<file path="src/rtl/ppls_fifo.sv">
// Small register queue with full and empty flags decoded from a registered count.
`default_nettype none

module ppls_fifo #(
   parameter int WIDTH = 1,
   parameter int DEPTH = 2
) (
   input  wire logic             clock,
   input  wire logic             reset,
   input  wire logic             push,
   input  wire logic [WIDTH-1:0] push_data,
   output logic                  full,
   input  wire logic             pop,
   output logic                  empty,
   output logic [WIDTH-1:0]      head
);

   localparam int PTR_W = (DEPTH > 1) ? $clog2(DEPTH) : 1;
   localparam int CNT_W = $clog2(DEPTH + 1);

   logic [WIDTH-1:0] store_ff [DEPTH];
   logic [PTR_W-1:0] wr_ptr_ff, wr_ptr_in;
   logic [PTR_W-1:0] rd_ptr_ff, rd_ptr_in;
   logic [CNT_W-1:0] count_ff, count_in;
   logic             do_push, do_pop;

   assign full    = (count_ff == CNT_W'(DEPTH));
   assign empty   = (count_ff == '0);
   assign head    = store_ff[rd_ptr_ff];
   assign do_push = push && !full;
   assign do_pop  = pop && !empty;

   always_comb begin
      wr_ptr_in = wr_ptr_ff;
      rd_ptr_in = rd_ptr_ff;
      count_in  = count_ff;
      if (do_push) begin
         wr_ptr_in = (wr_ptr_ff == PTR_W'(DEPTH - 1)) ? '0 : wr_ptr_ff + PTR_W'(1);
      end
      if (do_pop) begin
         rd_ptr_in = (rd_ptr_ff == PTR_W'(DEPTH - 1)) ? '0 : rd_ptr_ff + PTR_W'(1);
      end
      if (do_push && !do_pop) begin
         count_in = count_ff + CNT_W'(1);
      end else if (do_pop && !do_push) begin
         count_in = count_ff - CNT_W'(1);
      end
   end

   always_ff @(posedge clock) begin
      if (reset) begin
         wr_ptr_ff <= '0;
         rd_ptr_ff <= '0;
         count_ff  <= '0;
      end else begin
         wr_ptr_ff <= wr_ptr_in;
         rd_ptr_ff <= rd_ptr_in;
         count_ff  <= count_in;
      end
   end

   always_ff @(posedge clock) begin
      if (do_push) begin
         store_ff[wr_ptr_ff] <= push_data;
      end
   end

endmodule

`default_nettype wire

</file>
<file path="config.mk">
export PLATFORM = sky130hd
export DESIGN_NAME = ppls_fifo
export DESIGN_NICKNAME = d
export VERILOG_FILES = /design/src/rtl/ppls_fifo.sv
export SDC_FILE = /design/constraint.sdc
export NUM_CORES = 1
export LEC_CHECK = 0
export BUFFER_PORTS_ARGS = -buffer_cell sky130_fd_sc_hd__buf_4
export CAP_MARGIN = 10
export CORE_AREA = 2 2 39 41
export CTS_CLUSTER_DIAMETER = 80
export CTS_CLUSTER_SIZE = 40
export DETAILED_ROUTE_END_ITERATION = 16
export DIE_AREA = 0 0 41 43
export PLACE_DENSITY_LB_ADDON = 0.2
export SYNTH_ARGS = -nofsm -noshare
export SYNTH_HDL_FRONTEND = slang
export SYNTH_SLANG_ARGS = --single-unit
</file>
<file path="constraint.sdc">
create_clock -name clock -period 1.5 [get_ports clock]
set_input_delay 0.225 -clock clock [delete_from_list [all_inputs] [get_ports clock]]
set_output_delay 0.225 -clock clock [all_outputs]
set_load 0.005 [all_outputs]
</file>
==> impl_metrics.json <==
{
  "worstHoldStart": "push_data",
  "path_buf_inv": 0,
  "track_usage_pct": 8.46,
  "finalSetupViolations": 0,
  "drt_first_pass_iters": 3,
  "ios": 8,
  "synth_top_area_cell": "dfxtp_1",
  "routed_wl_um": 571,
  "cp_slowest_cell": "or3_1",
  "clk_path_buf_depth": 2,
  "max_stage_delay_ns": 0.39,
  "clk_pin_slew_ns": 0.05,
  "syn_nets": 34,
  "clk_latency_ns": 0.25,
  "grt_max_degree": 6,
  "clock_skew_ns": 0.00149,
  "peakVddDrop_uv": 638,
  "switching_share_pct": 30.9,
  "end_kind": "flip-flop",
  "vias_per_cell": 4.00,
  "p_comb_share_pct": 45.1,
  "seq_power_share_pct": 34.9,
  "syn2layout_area_growth_pct": 53.2,
  "cts_buffers": 3,
  "row_count": 14,
  "syn-instance-count": 28,
  "critPathKind": "flip-flop to flip-flop",
  "internal-power_mw": 0.589,
  "p_switching_mw": 0.263,
  "worstPathArrival_ns": 1.63,
  "critPathMaxFanout": 4,
  "max_cap_viol_count": 0,
  "grt_pass1_wl_um": 910,
  "gp_congestion": 0.783,
  "setup_slack_ns": 0.0427,
  "power_frac_clock_pct": 20.0,
  "start_util_pct": 20.9,
  "drcViolationCount": 0,
  "antenna_found_initial": 0,
  "drtAntennaViolNets": 0,
  "io_buffers": 7,
  "max_slew_margin_pct": 87.6,
  "period_minus_slack_ns": 1.46,
  "startpoint_type": "flip-flop",
  "clock-sinks": 7,
  "power.total_mw": 0.852,
  "yosysWarningCount": 0,
  "r2r-start": "count_ff[1]",
  "hold_viol": 0,
  "layout-drive-gt1-share_pct": 47.7,
  "cp-startpoint": "count_ff[1]",
  "dp_cells": 54,
  "worst_ep_required_time_ns": 1.68,
  "ctsHoldBuffers": 0,
  "die_h_um": 43,
  "seq_area_um2": 164,
  "cts_tree": "yes",
  "synth.distinct_cells": 12,
  "drtIter0Drc": 2,
  "synth_area_leaders": "dfxtp_1 35%, edfxtp_1 21%, xor2_1 9.1%",
  "coreArea_um2": 1380,
  "diodes": 0,
  "max_slew.worst_pin.slew_ns": 0.184,
  "power_density_nw_per_um2": 1920,
  "yosysSeqAreaShare_pct": 55.4,
  "finalMaxSlewViolations": 0,
  "fin_nets": 51,
  "h-tree-depth": 1,
  "final_common_cell": "buf_4",
  "dp_slack_ns": -0.0452,
  "fin_cells": 60,
  "die_x_um": 41,
  "synthesis.area_um2": 289,
  "cpLargestDelayFamily": "simple AND/OR/NAND/NOR gates",
  "final_cell_mix": "12 x buf_4, 4 x nor2_1, 4 x dfxtp_1",
  "vias": 240,
  "die-area_um2": 1760,
  "grt_setup_unrepaired": "yes",
  "cts-root-buf": "clkbuf_4",
  "synth_top_area_share_pct": 34.6,
  "nFillCells": 146,
  "syn_area_per_cell_um2": 10.3,
  "hpwl_um": 437,
  "fmax_mhz": 686,
  "multi_input_area_um2": 135,
  "power_leakage_nw": 0.198,
  "overflow": 0,
  "first_global_vias": 233,
  "fin_crit_sh_pct": 97.2,
  "status": "finished, final reports clean",
  "path_cells": "nor2b_4 > nor2_2 > ha_2 > xor2_1 > or3_1 > a21oi_2",
  "drt-wirelength-per-cell_um": 9.52,
  "ys_ff_latch": 7,
  "hold_class": "primary input to flip-flop"
}
[cells in the mapped netlist]
master,number
inv_1,2
edfxtp_1,2
nor2_1,5
o21ai_0,3
a21oi_1,2
nor2b_2,1
dfxtp_1,5
mux2_2,1
or3_1,2
xor2_1,3
ha_1,1
and2_1,1
[per-stage QoR]
step | hold slack, ns | setup TNS [ns] | util [%] | area, µm²
4_1_cts | 0.150 | 0 | 30.1 | 417
5_1_grt | 0.150 | -0.0271 | 32.0 | 443
2_1_floorplan | 0.294 | 0 | - | 289
3_5_place_dp | 0.414 | -0.0452 | 27.8 | 384
3_3_place_gp | 0.412 | 0 | 27.8 | 384
6_report | 0.161 | 0 | 32.0 | 443
[logic make-up after synthesis]
| group | share of synthesized area (%) |
|---|---|
| mux | 3.90 |
| flops | 55.4 |
| xor+xnor | 9.09 |
| compound gates | 8.66 |
| fa+ha+maj | 4.33 |
| simple gates | 16.0 |
| buf+inv | 2.60 |
[path summary, 6_finish.rpt]
path	end	slack (ns)	depth (start not counted)
max	count_ff[1]	0.04	6
max reg2reg	count_ff[1]	0.04	6
min	store_ff[1]	0.16	1
min reg2reg	wr_ptr_ff	0.49	2
[layout make-up]
cell class | count | share of cell area [%]
flip-flops and latches | 7 | 37.0
repair buffers | 12 | 20.3
clock buffers | 4 | 5.93
inverters | 2 | 1.69
multi-input cells | 19 | 30.5
well taps | 16 | 4.52
[power by group through the flow]
stage	Clock (mW)	Combinational, mW	Sequential, mW
floorplan	0	0.169	0.289
global placement	0	0.305	0.287
detailed placement	0	0.322	0.291
CTS	0.177	0.333	0.294
global route	0.190	0.425	0.306
finish	0.170	0.384	0.298
[metal layers]
| layer | GRT usage (%) | share of wire (%) |
|---|---|---|
| met5 | 0 | 0 |
| met2 | 10.9 | 55 |
| met4 | 10.0 | 0 |
| met3 | 3.66 | 5.8 |
| met1 | 8.77 | 39 |
[what timing repair did]
action / 4_1_cts / 5_1_grt
pin swaps: 0 / 2
buffers inserted: 0 / 2
resized for setup: 2 / 6
setup endpoints to repair: 1 / 1
Note: power is estimated with default switching activity, not from simulation.
