`config.mk`:
```
export PLATFORM = sky130hd
export DESIGN_NAME = ppls_front
export DESIGN_NICKNAME = d
export VERILOG_FILES = /design/src/rtl/ppls_pkg.sv /design/src/rtl/ppls_front.sv
export SDC_FILE = /design/constraint.sdc
export NUM_CORES = 1
export LEC_CHECK = 0
export BUFFER_PORTS_ARGS = -buffer_cell sky130_fd_sc_hd__buf_2
export CORE_MARGIN = 2
export CORE_UTILIZATION = 50
export CTS_CLUSTER_SIZE = 40
export DETAILED_ROUTE_END_ITERATION = 10
export GPL_ROUTABILITY_DRIVEN = 0
export PLACE_DENSITY = 0.77
export SETUP_SLACK_MARGIN = 0.02
export SLEW_MARGIN = 15
export SYNTH_ARGS = -nofsm -noshare
export SYNTH_HDL_FRONTEND = slang
export SYNTH_SLANG_ARGS = --single-unit
export TNS_END_PERCENT = 5
```
`constraint.sdc`:
```
create_clock -name clock -period 7.6 [get_ports clock]
set_input_delay 0.38 -clock clock [delete_from_list [all_inputs] [get_ports clock]]
set_output_delay 0.38 -clock clock [all_outputs]
set_load 0.05 [all_outputs]
```
`src/rtl/ppls_pkg.sv`:
```
// Shared types, constants and helpers of the projection profile line segmenter.
`default_nettype none

package ppls_pkg;

   localparam int DEFAULT_MAX_WIDTH  = 1024;
   localparam int DEFAULT_MAX_HEIGHT = 1024;

   localparam int PIXEL_W = 8;
   localparam int IDX_W   = 10;
   localparam int COUNT_W = 11;
   localparam int SIZE_W  = 13;
   localparam int ADDR_W  = 12;
   localparam int CSR_W   = 2;

   localparam int CMD_QUEUE_DEPTH = 2;
   localparam int RSP_QUEUE_DEPTH = 4;

   localparam logic [PIXEL_W-1:0] THRESHOLD_RESET = 8'd200;
   localparam logic [COUNT_W-1:0] SIZE_RESET      = 11'd1024;
   localparam logic [COUNT_W-1:0] COUNT_MAX       = 11'd2047;

   typedef enum logic {
      REQ_PIXEL = 1'b0,
      REQ_READ  = 1'b1
   } req_kind_type;

   typedef enum logic {
      KIND_ROW    = 1'b0,
      KIND_COLUMN = 1'b1
   } result_kind_type;

   typedef enum logic [CSR_W-1:0] {
      CSR_THRESHOLD = 2'd0,
      CSR_WIDTH     = 2'd1,
      CSR_HEIGHT    = 2'd2
   } csr_index_type;

   typedef struct packed {
      result_kind_type     kind;
      logic [IDX_W-1:0]    index;
      logic [COUNT_W-1:0]  count;
      logic                line_closed;
      logic [IDX_W-1:0]    line_top;
      logic [COUNT_W-1:0]  line_bottom;
   } result_type;

   typedef struct packed {
      logic               emit;
      logic               mem_en;
      logic               inc;
      logic [ADDR_W-1:0]  addr;
      result_type         res;
   } command_type;

   function automatic logic [COUNT_W-1:0] sat_inc(input logic [COUNT_W-1:0] v);
      logic [COUNT_W-1:0] r;
      r = (v == COUNT_MAX) ? v : v + COUNT_W'(1);
      return r;
   endfunction

endpackage

`default_nettype wire

```
`src/rtl/ppls_front.sv`:
```
// Front end: classifies items, tracks raster position, row profile and text lines.
`default_nettype none

module ppls_front #(
   parameter int MAX_WIDTH  = ppls_pkg::DEFAULT_MAX_WIDTH,
   parameter int MAX_HEIGHT = ppls_pkg::DEFAULT_MAX_HEIGHT
) (
   input  wire logic                           clock,
   input  wire logic                           reset,
   input  wire logic                           item_valid,
   input  wire logic                           req_type,
   input  wire logic [ppls_pkg::PIXEL_W-1:0]   pixel_value,
   input  wire logic [ppls_pkg::IDX_W-1:0]     read_column,
   input  wire logic [ppls_pkg::PIXEL_W-1:0]   dark_threshold,
   input  wire logic [ppls_pkg::COUNT_W-1:0]   image_width,
   input  wire logic [ppls_pkg::COUNT_W-1:0]   image_height,
   output ppls_pkg::command_type               cmd
);

   import ppls_pkg::*;

   localparam int CW = $clog2(MAX_WIDTH);
   localparam int RW = $clog2(MAX_HEIGHT);

   logic [CW-1:0]      col_pos_ff, col_pos_in;
   logic [RW-1:0]      row_pos_ff, row_pos_in;
   logic [COUNT_W-1:0] row_cnt_ff, row_cnt_in;
   logic               inside_ff, inside_in;
   logic [RW-1:0]      open_top_ff, open_top_in;

   logic [SIZE_W-1:0]  w_eff, h_eff;
   logic               dark, row_end, last_row;
   logic [COUNT_W-1:0] row_cnt;

   always_comb begin
      if (image_width == '0) begin
         w_eff = SIZE_W'(1);
      end else if (SIZE_W'(image_width) > SIZE_W'(MAX_WIDTH)) begin
         w_eff = SIZE_W'(MAX_WIDTH);
      end else begin
         w_eff = SIZE_W'(image_width);
      end
      if (image_height == '0) begin
         h_eff = SIZE_W'(1);
      end else if (SIZE_W'(image_height) > SIZE_W'(MAX_HEIGHT)) begin
         h_eff = SIZE_W'(MAX_HEIGHT);
      end else begin
         h_eff = SIZE_W'(image_height);
      end

      dark     = (pixel_value <= dark_threshold);
      row_cnt  = dark ? sat_inc(row_cnt_ff) : row_cnt_ff;
      row_end  = (SIZE_W'(col_pos_ff) + SIZE_W'(1)) >= w_eff;
      last_row = (SIZE_W'(row_pos_ff) + SIZE_W'(1)) >= h_eff;

      col_pos_in  = col_pos_ff;
      row_pos_in  = row_pos_ff;
      row_cnt_in  = row_cnt_ff;
      inside_in   = inside_ff;
      open_top_in = open_top_ff;
      cmd         = '0;

      if (req_type == REQ_READ) begin
         cmd.emit      = 1'b1;
         cmd.mem_en    = SIZE_W'(read_column) < SIZE_W'(MAX_WIDTH);
         cmd.addr      = ADDR_W'(read_column);
         cmd.res.kind  = KIND_COLUMN;
         cmd.res.index = read_column;
      end else begin
         cmd.mem_en = 1'b1;
         cmd.inc    = dark;
         cmd.addr   = ADDR_W'(col_pos_ff);
         if (!row_end) begin
            col_pos_in = col_pos_ff + CW'(1);
            row_cnt_in = row_cnt;
         end else begin
            cmd.emit      = 1'b1;
            cmd.res.kind  = KIND_ROW;
            cmd.res.index = IDX_W'(row_pos_ff);
            cmd.res.count = row_cnt;
            if (row_cnt != '0 && !inside_ff) begin
               inside_in   = 1'b1;
               open_top_in = row_pos_ff;
            end else if (row_cnt == '0 && inside_ff) begin
               inside_in             = 1'b0;
               cmd.res.line_closed   = 1'b1;
               cmd.res.line_top      = IDX_W'(open_top_ff);
               cmd.res.line_bottom   = COUNT_W'(row_pos_ff);
            end
            if (last_row) begin
               if (inside_in) begin
                  inside_in           = 1'b0;
                  cmd.res.line_closed = 1'b1;
                  cmd.res.line_top    = IDX_W'(open_top_in);
                  cmd.res.line_bottom = COUNT_W'(h_eff);
               end
               row_pos_in = '0;
            end else begin
               row_pos_in = row_pos_ff + RW'(1);
            end
            col_pos_in = '0;
            row_cnt_in = '0;
         end
      end
   end

   always_ff @(posedge clock) begin
      if (reset) begin
         col_pos_ff  <= '0;
         row_pos_ff  <= '0;
         row_cnt_ff  <= '0;
         inside_ff   <= 1'b0;
         open_top_ff <= '0;
      end else if (item_valid) begin
         col_pos_ff  <= col_pos_in;
         row_pos_ff  <= row_pos_in;
         row_cnt_ff  <= row_cnt_in;
         inside_ff   <= inside_in;
         open_top_ff <= open_top_in;
      end
   end

endmodule

`default_nettype wire

```
==> impl_metrics.py <==
metrics = {
    "timing": {
        "relSlewSlack_pct": 23.3,
        "fmax_mhz": 188,
        "rsz0062_at_grt": "no",
        "skew_ns": 0.00880,
        "fin_ws_ns": 2.28,
        "layout_min_cycle_time_ns": 5.32,
        "maxSlewViolCount": 0,
        "hold_viol": 0,
        "setup_tns_ns": 0,
        "period_share_pct": 70.0,
        "hold_slack_ns": 0.461,
        "setup_violations": 0,
        "tightest_slew_ns": 1.15,
    },
    "final_layout": {
        "layout.nets": 700,
        "drive_gt1_share_pct": 20.6,
        "nFillCells": 682,
        "utilization_pct": 60.5,
        "finalInstanceArea_um2": 4440,
        "layout.cells.non_filler": 715,
        "syn_to_final_growth_pct": 16.4,
        "antenna_cells": 0,
    },
    "clock_tree": {
        "cts_buffers": 5,
        "clk_pin_slew_ns": 0.08,
        "cts.sinks": 42,
        "cts.htree.levels": 2,
        "ctsResizeCount": 0,
        "cts_root_buf": "clkbuf_8",
        "cts_tree": "yes",
        "post_cts_buffers": 0,
        "cts-hold-fix-buffers": 0,
        "cts_buffer_depth": 2,
        "clock_latency_ns": 0.31,
    },
    "place": {
        "io_buffer_count": 107,
        "preCtsSetupSlack_ns": 2.68,
        "dpl.hpwl_um": 8660,
        "place_inst": 707,
        "placed_cell_area_um2": 4340,
    },
    "floorplanning": {
        "num_rows": 31,
        "dieArea_um2": 8330,
        "initial_core_util_pct": 52.0,
        "coreArea_um2": 7330,
        "die_w_um": 91.3,
        "ios": 111,
        "die_y_um": 91.3,
    },
    "routing": {
        "route.detailed.drc": 0,
        "ant_nets": 0,
        "vias": 4235,
        "first_iter_violations": 336,
        "first_pass_iters": 6,
        "wl_per_cell_um": 15.7,
        "viasPerCell": 5.92,
        "wl_um": 11300,
    },
    "yosys": {
        "ys_async_sr_fraction_pct": 0,
        "syn_avg_cell_area_um2": 7.20,
        "synth-seq-cells": 42,
        "synth-warning-count": 0,
        "synth_xor_area_share_pct": 4.37,
        "ys.flop_type": "dfxtp_1",
        "synthCells": 529,
        "synth_simple_gate_area_share_pct": 27.8,
        "synth_top_family_by_area": "simple AND/OR/NAND/NOR gates",
        "synth.distinct_cells": 62,
        "ys_seq_area_share_pct": 22.1,
        "synthMuxAreaShare_pct": 3.78,
        "synth-edff-count": 0,
        "syn_area_um2": 3810,
        "synthAdderAreaFrac_pct": 10.8,
        "synth_compound_area_share_pct": 24.0,
    },
    "min_path": {
        "hp-class": "reg -> reg",
        "hold_start": "open_top_ff[7]",
        "min_path_cells": 2,
    },
    "global_route": {
        "overflow": 0,
        "gr-usage-all-layers_pct": 26.6,
        "grt_pass1_wl_um": 18300,
        "grt_pass1_vias": 3986,
        "grt_max_degree": 29,
        "antenna_found_initial": 0,
    },
    "power_and_ir_drop": {
        "ir_drop_v": 0.000116,
        "pwr_density_cell_nw_per_um2": 115,
        "leakagePower_nw": 1.92,
        "power_mw": 0.512,
    },
    "critical_path": {
        "critical-path-max-stage-delay_ns": 0.79,
        "crit_start": "col_pos_ff[0]",
        "slowest_stage": "nor4_2",
        "end_kind": "output pin",
        "crit_chain": "inv_1 > nor3_1 > and3_1 > and3_1 > nand3_1 > xnor2_1 > ha_1 > nand4_1 > nor3_1 > a211oi_1 > o31ai_2 > buf_4 > nand2b_1 > nor4_2 > a2bb2o_1 > buf_2",
        "path_class": "reg -> out",
        "required_ns": 7.22,
        "r2r_start": "row_pos_ff[2]",
        "worst-path-buf-inv": 3,
        "startpoint_type": "register",
        "path_max_fanout": 24,
        "cp_top_family": "simple AND/OR/NAND/NOR gates",
        "reg2reg_depth": 9,
        "cp_num_cells": 16,
        "cp.arrival_ns": 4.94,
    },
    "job": {
        "maxCapViolations": 0,
    },
    "run_status": {
        "status": "finished, final reports clean",
    },
}
## registers in the layout, indices dropped and copies added (netlist names)
register / count
inside_ff: 1
row_pos_ff: 10
row_cnt_ff: 11
col_pos_ff: 10
open_top_ff: 10
## worst register-to-register path, stage by stage (launching register included)
cell       delay, ns
dfxtp_1         0.47
inv_1           0.15
nor3_1          0.60
or4b_2          0.66
xnor2_1         0.18
ha_1            0.23
a2111oi_0       0.78
a21oi_1         0.26
nor3_1          0.63
a22o_1          0.23
## path summary, 6_finish.rpt
| kind | endpoint | slack, ns |
|---|---|---|
| setup / recovery | cmd[1] | 2.28 |
| hold / removal | open_top_ff[7] | 0.46 |
| setup reg to reg | row_pos_ff[7] | 3.36 |
| hold reg to reg | open_top_ff[7] | 0.46 |
## synth_stat cells, types with 2 or more instances
cell type	number	area (µm²)
a211oi_1	2	15.0
a21o_1	5	37.5
a21oi_1	31	155
a22o_1	7	61.3
a2bb2o_1	8	80.1
a31oi_1	2	12.5
a32oi_1	3	26.3
and3_1	9	56.3
buf_1	2	7.51
buf_2	4	20.0
buf_4	4	30.0
clkbuf_1	18	67.6
conb_1	2	7.51
dfxtp_1	42	841
ha_1	33	413
inv_1	31	116
mux2i_1	13	130
nand2_1	79	297
nand2b_1	5	31.3
nand3_1	32	160
nand4_1	6	37.5
nor2_1	41	154
nor2b_1	7	43.8
nor3_1	19	95.1
nor4_1	8	50.1
o2111ai_1	4	35.0
o21a_1	9	67.6
o21ai_0	34	170
o21ai_1	2	10.0
o22ai_1	11	68.8
o31ai_1	4	30.0
o32ai_1	2	17.5
or2_2	2	12.5
or3_1	3	18.8
xnor2_1	18	158
## cells by family after synthesis
| kind of cell | after synthesis |
|---|---|
| fa+ha+maj | 33 |
| xor+xnor | 19 |
| buf+inv | 62 |
| mux | 14 |
| compound gates | 137 |
| other cells | 2 |
| flops | 42 |
| simple gates | 220 |
## layout by cell type, fill, tap and decap left out, drive strengths merged, types with 2 or more instances in the layout
cell / instances
or3: 3
nor3: 19
clkinv: 2
nand3: 32
a32oi: 3
a22o: 7
a2bb2o: 8
o32ai: 2
nor2b: 7
nand4: 8
nand2: 79
or2: 2
nor4: 9
a21oi: 31
inv: 31
o22ai: 11
a21o: 5
o211a: 2
o2111ai: 4
o21ai: 36
o31ai: 4
ha: 33
conb: 3
xnor2: 18
mux2i: 14
buf: 108
and3: 9
nor2: 41
o21a: 9
clkbuf: 7
nand2b: 5
dfxtp: 42
a31oi: 2
a211oi: 2
a2111oi: 2
## area by class of cell
type                       count  area [µm²]  area share (%)
inverter                      32         120            2.71
timing repair buffer         108         543            12.2
clock buffer                   7        86.3            1.95
multi-input combinational    426        2720            61.2
sequential                    42         841            19.0
tap                           99         124            2.79
clock inverter                 1        5.00           0.113
## per-layer routing
metal | global-route usage [%] | share of wire (%)
met1 | 32.9 | 42
met2 | 46.2 | 50
met3 | 4.48 | 6.4
met4 | 9.72 | 1.8
met5 | 0 | 0
## power breakdown
group / switching, mW / total [mW] / internal (mW)
Sequential: 0.00214 / 0.223 / 0.221
Clock: 0.0819 / 0.155 / 0.0734
Combinational: 0.0917 / 0.133 / 0.0412
Total: 0.176 / 0.512 / 0.336
Power figures use the tool's default switching activity.
